### config.mk
export PLATFORM = sky130hd
export DESIGN_NAME = dpcr_queue
export DESIGN_NICKNAME = d
export VERILOG_FILES = /design/src/hw/rtl/dpcr_pkg.sv /design/src/hw/rtl/dpcr_queue.sv
export SDC_FILE = /design/constraint.sdc
export NUM_CORES = 1
export LEC_CHECK = 0
export ABC_AREA = 0
export BUFFER_PORTS_ARGS = -buffer_cell sky130_fd_sc_hd__clkbuf_2
export CAP_MARGIN = 0
export CORE_ASPECT_RATIO = 1.1
export CORE_MARGIN = 4
export CORE_UTILIZATION = 40
export DETAILED_ROUTE_END_ITERATION = 16
export SETUP_SLACK_MARGIN = 0.02
export SLEW_MARGIN = 40
export SYNTH_ARGS = -nofsm -noshare
export SYNTH_HDL_FRONTEND = slang
export SYNTH_SLANG_ARGS = --single-unit
### constraint.sdc
create_clock -name clk -period 15.1 [get_ports clk]
set_clock_uncertainty 0.1 [all_clocks]
set_input_delay 4.53 -clock clk [delete_from_list [all_inputs] [get_ports clk]]
set_output_delay 4.53 -clock clk [all_outputs]
set_load 0.02 [all_outputs]
### src/hw/rtl/dpcr_pkg.sv
package dpcr_pkg;

  localparam int COORD_W     = 24;
  localparam int DIAM_W      = 16;
  localparam int MASS_W      = 16;
  localparam int DIST_FRAC   = 8;
  localparam int DF_W        = COORD_W + 3;
  localparam int DX_W        = DIAM_W + 2;
  localparam int AX_W        = DX_W - 1;
  localparam int S_W         = DIAM_W + 1;
  localparam int Q_W         = 2 * S_W;
  localparam int SQ_X_W      = Q_W + 2 * DIST_FRAC;
  localparam int SQ_R_W      = SQ_X_W + 1;
  localparam int DQ_W        = S_W + DIST_FRAC;
  localparam int SQ_LAT      = DQ_W;
  localparam int PN_W        = AX_W + DQ_W;
  localparam int MX_W        = COORD_W + 1 + DX_W;
  localparam int PM_W        = MX_W + MASS_W;
  localparam int VN_W        = PM_W + AX_W;
  localparam int DIV_NUM_W   = VN_W + 2;
  localparam int DIV_DEN_W   = S_W + Q_W;
  localparam int DIV_Q_W     = COORD_W + 2;
  localparam int DIV_LAT     = DIV_Q_W + 1;
  localparam int N_DIV       = 6;
  localparam int SAT_IN_W    = COORD_W + 4;
  localparam int QUEUE_DEPTH = 4;
  localparam int QPTR_W      = 2;

  typedef logic signed [COORD_W-1:0] coord_t;

  typedef struct packed {
    coord_t pax, pay, pbx, pby, vax, vay, vbx, vby;
  } dpcr_kin_t;

  typedef struct packed {
    dpcr_kin_t         kin;
    logic [DIAM_W-1:0] da, db;
    logic [MASS_W-1:0] ma, mb;
  } dpcr_in_t;

  typedef struct packed {
    logic                   hit, work, vwork;
    logic signed [DX_W-1:0] dx, dy;
    logic [S_W-1:0]         s;
    logic [Q_W-1:0]         q;
    logic [MASS_W-1:0]      ma, mb;
    dpcr_kin_t              kin;
  } dpcr_entry_t;

  typedef struct packed {
    logic              hit, work, vwork, sx, sy, sdot;
    logic [AX_W-1:0]   ax, ay;
    logic [MASS_W-1:0] ma, mb;
    dpcr_kin_t         kin;
  } dpcr_ctx_t;

  typedef struct packed {
    logic      hit;
    dpcr_kin_t kin;
  } dpcr_res_t;

  function automatic coord_t sat_coord(input logic signed [SAT_IN_W-1:0] v);
    logic [SAT_IN_W-COORD_W:0] hi_bits;
    hi_bits = v[SAT_IN_W-1:COORD_W-1];
    if (hi_bits == '0 || hi_bits == '1) begin
      return v[COORD_W-1:0];
    end else if (v[SAT_IN_W-1]) begin
      return {1'b1, {(COORD_W-1){1'b0}}};
    end else begin
      return {1'b0, {(COORD_W-1){1'b1}}};
    end
  endfunction

endpackage

### src/hw/rtl/dpcr_queue.sv
module dpcr_queue (
  input  logic                  clk,
  input  logic                  rst,
  input  logic                  push_valid,
  input  dpcr_pkg::dpcr_entry_t push_entry,
  output logic                  full,
  input  logic                  pop,
  output logic                  head_valid,
  output dpcr_pkg::dpcr_entry_t head_entry
);
  import dpcr_pkg::*;

  dpcr_entry_t       mem [QUEUE_DEPTH];
  logic [QPTR_W-1:0] wr_ptr, rd_ptr;
  logic [QPTR_W:0]   count;
  logic              push;

  assign full       = count == (QPTR_W+1)'(QUEUE_DEPTH);
  assign head_valid = count != '0;
  assign head_entry = mem[rd_ptr];
  assign push       = push_valid && !full;

  always_ff @(posedge clk) begin
    if (rst) begin
      wr_ptr <= '0;
      rd_ptr <= '0;
      count  <= '0;
    end else begin
      if (push) wr_ptr <= wr_ptr + QPTR_W'(1);
      if (pop)  rd_ptr <= rd_ptr + QPTR_W'(1);
      case ({push, pop})
        2'b10:   count <= count + (QPTR_W+1)'(1);
        2'b01:   count <= count - (QPTR_W+1)'(1);
        default: count <= count;
      endcase
    end
  end

  always_ff @(posedge clk) begin
    if (push) mem[wr_ptr] <= push_entry;
  end

endmodule

==> flow_summary.ini <==
[finish]
final_layout_size_suffix_gt1_share_pct = 46.31
final_cell_area_um2 = 55120
area_delta_synth_final_pct = 20.41
num-nets-final = 2740
fill_cells = 9161

[critical_path]
worstReg2RegEnd = mem[2][312]
r2r-start = count[2]
path_buf_inv = 5
path_class = register to primary output
crit_arrival_ns = 4.10
path_cells = buf_6 > buf_4 > buf_12 > buf_16 > mux4_2 > clkbuf_2
r2r_slack_ns = 11.19
crit_end = head_entry[129]
worst-path-stages = 6
max_stage_delay_ns = 0.71
slowest_stage = dfxtp_4
crit_required_ns = 10.47
path_max_fanout = 56
worstSetupEndpointType = primary output
worstSetupStartpointType = register
critPathTopFamily = buffers and inverters
r2r_cells = 7

[yosys]
ys_ff_latch = 1265
synth.cell_area_um2 = 45770
syn_avg_cell_area_um2 = 27.07
synth-simple-area-share_pct = 0.2050
yosys.area.top_type = edfxtp_1
synth_top_cell_area_share_pct = 82.40
yosys-top-cells-count = edfxtp_1 (1256), mux4_2 (314), buf_2 (33)
ys_types = 20
synth_xor_area_share_pct = 0.07654
ys_top_cells_by_area = edfxtp_1 (82%), mux4_2 (15%), buf_6 (0.74%)
synth_compound_area_share_pct = 0.05467
synth-edff-count = 1256
seq_area_frac_synth_pct = 82.79
synth_flop_cell = edfxtp_1
syn_inst = 1691
synth_nets = 2015
synth_top_family_by_area = multiplexers
synth.most_common_cell = edfxtp_1
synthAdderAreaFrac_pct = 0.1804
synthArstFlopShare_pct = 0
synth_mux_area_share_pct = 15.47
yosysWarnings = 0

[power_and_ir_drop]
leakagePower_nw = 18.37
ir_drop_uv = 112.3
power.density_nw_per_um2 = 149.1

[sta]
tns_ns = 0
post-route-min-period_ns = 8.731
tightest_slew_ns = 0.8484
slew_violations = 0
hold_viol_final = 0
setup_viol = 0
rsz0062_at_grt = no
post-route-period-util_pct = 57.82
fmax_mhz = 114.5
maxSlewHeadroom_pct = 43.44

[clocking]
cts_buffer_depth = 3
cts_sinks = 1265
numCtsBuffers = 131
post-cts-setup-buffer-count = 0
clk_pin_slew_worst_paths_ns = 0.06
hold_buffers = 0
cts_max_level = 4
cts_resized = 0
clock_insertion_delay_worst_skew_ns = 0.75
root_buffer = clkbuf_16
cts_tree = yes

[die]
start_util_pct = 40.51
core_um2 = 113000
ios = 634
fp.dieW_um = 330.5
row_count = 129
die_area_um2 = 119900
die_y_um = 362.8

[grt]
grt_pass1_wl_mm = 145.7
grt_max_degree = 123
grt_pass1_vias = 22230
gr-usage-all-layers_pct = 16.50
antenna_found_initial = 31
globalRoute.totalOverflow = 0

[detailed_routing]
num_vias = 20630
routedWlPerCell_um = 24.46
drc = 0
wirelength_mm = 99.04
ant_nets = 0
drt_iter0_markers = 1344
drt_pass1_iterations = 5
via_per_inst = 5.095

[place]
port_buffers = 633
dpl.hpwl_mm = 63.13
dpl-instance-area_um2 = 50820
gp_congestion = 0.7446

[outcome]
outcome = complete, no violations

[flow_run]
cap_violations = 0

[worst_hold_path]
hp-class = register to register
[layout by cell type, fill, tap and decap left out]
cell and instances:
edfxtp_1 1256, clkbuf_2 633, mux4_2 314, clkbuf_16 135, clkbuf_1 31, clkinv_2 24
diode_2 23, clkinv_1 22, buf_12 12, buf_16 10, bufinv_16 9, inv_1 7
nor2_1 7, dfxtp_1 7, inv_6 6, buf_6 6, ha_1 5, and2_4 4
clkinv_8 4, or3_1 3, xor2_1 3, a21oi_1 3, clkinvlp_4 3, o21ai_0 2
nand2b_1 2, dfxtp_4 2, inv_8 2, buf_4 2, nor3b_1 1, xnor2_1 1
nand2_1 1, mux2i_1 1, fa_1 1, inv_16 1
[sequential cells by signal, summed over array words and instances (netlist names), named ones only]
name    cells
rd_ptr      2
wr_ptr      2
mem      1256
count       3
[cell type report]
class | count | area (um^2) | share of cell area (%)
tap | 1506 | 1884 | 3.419
multi-input combinational | 348 | 7328 | 13.30
antenna | 23 | 57.56 | 0.1044
sequential | 1265 | 37900 | 68.77
clock inverter | 71 | 655.6 | 1.190
timing repair buffer | 663 | 3766 | 6.833
clock buffer | 166 | 3495 | 6.340
inverter | 7 | 26.28 | 0.04767
[metrics by stage]
stage | total power, mW | setup slack, ns | util [%] | std cells | hold slack [ns]
after floorplan | 4.894 | 2.316 | - | 1691 | 0.3614
after global placement | 5.195 | 6.851 | 44.76 | 3777 | 0.3725
after detailed placement | 5.226 | 6.735 | 44.98 | 3786 | 0.4062
after CTS | 8.338 | 5.859 | 48.66 | 4023 | 0.4048
after global routing | 8.543 | 5.922 | 48.77 | 4043 | 0.4533
final | 8.218 | 6.369 | 48.78 | 4049 | 0.4054
[where the power goes]
part / total [mW] / internal [mW] / switching [mW]
combinational: 0.983 / 0.368 / 0.616
clock: 3.09 / 1.80 / 1.29
sequential: 4.15 / 4.10 / 0.0487
total: 8.22 / 6.27 / 1.95
[routing by layer]
layer | vias up | global-route usage, % | routed length [um]
met5 | - | 0 | 112
met4 | 14 | 7.525 | 3209
met3 | 163 | 5.322 | 7031
met2 | 619 | 27.86 | 51920
met1 | 10940 | 19.28 | 36770
li1 | 8897 | - | -
[worst reg2reg max path: cells and delay by family, from the launching register on]
family,cells,cell delay [ns]
buffers and inverters,4,1.83
and+or+nand+nor,3,1.11
DFF,1,0.33
[logic make-up (layout without fill, tap and decap cells)]
| logic type | count (synthesis) | after routing |
|---|---|---|
| xor gates and xnor gates | 4 | 4 |
| DFF | 1265 | 1265 |
| adders and majority gates | 6 | 6 |
| other | 0 | 23 |
| and+or+nand+nor | 18 | 18 |
| buffers and inverters | 78 | 907 |
| AOI/OAI and AO/OA | 5 | 5 |
| muxes | 315 | 315 |
[worst min-delay path by stage]
stage | startpoint | endpoint | slack [ns] | depth (start not counted)
after floorplan | count[2] | count[2] | 0.36 | 2
after global placement | count[2] | count[2] | 0.37 | 2
after detailed placement | rd_ptr[1] | register | 0.41 | 2
after CTS | rd_ptr[1] | register | 0.40 | 2
after global routing | wr_ptr[1] | wr_ptr[1] | 0.45 | 2
final | rd_ptr[1] | register | 0.41 | 2
(Power assumes the default switching activity.)
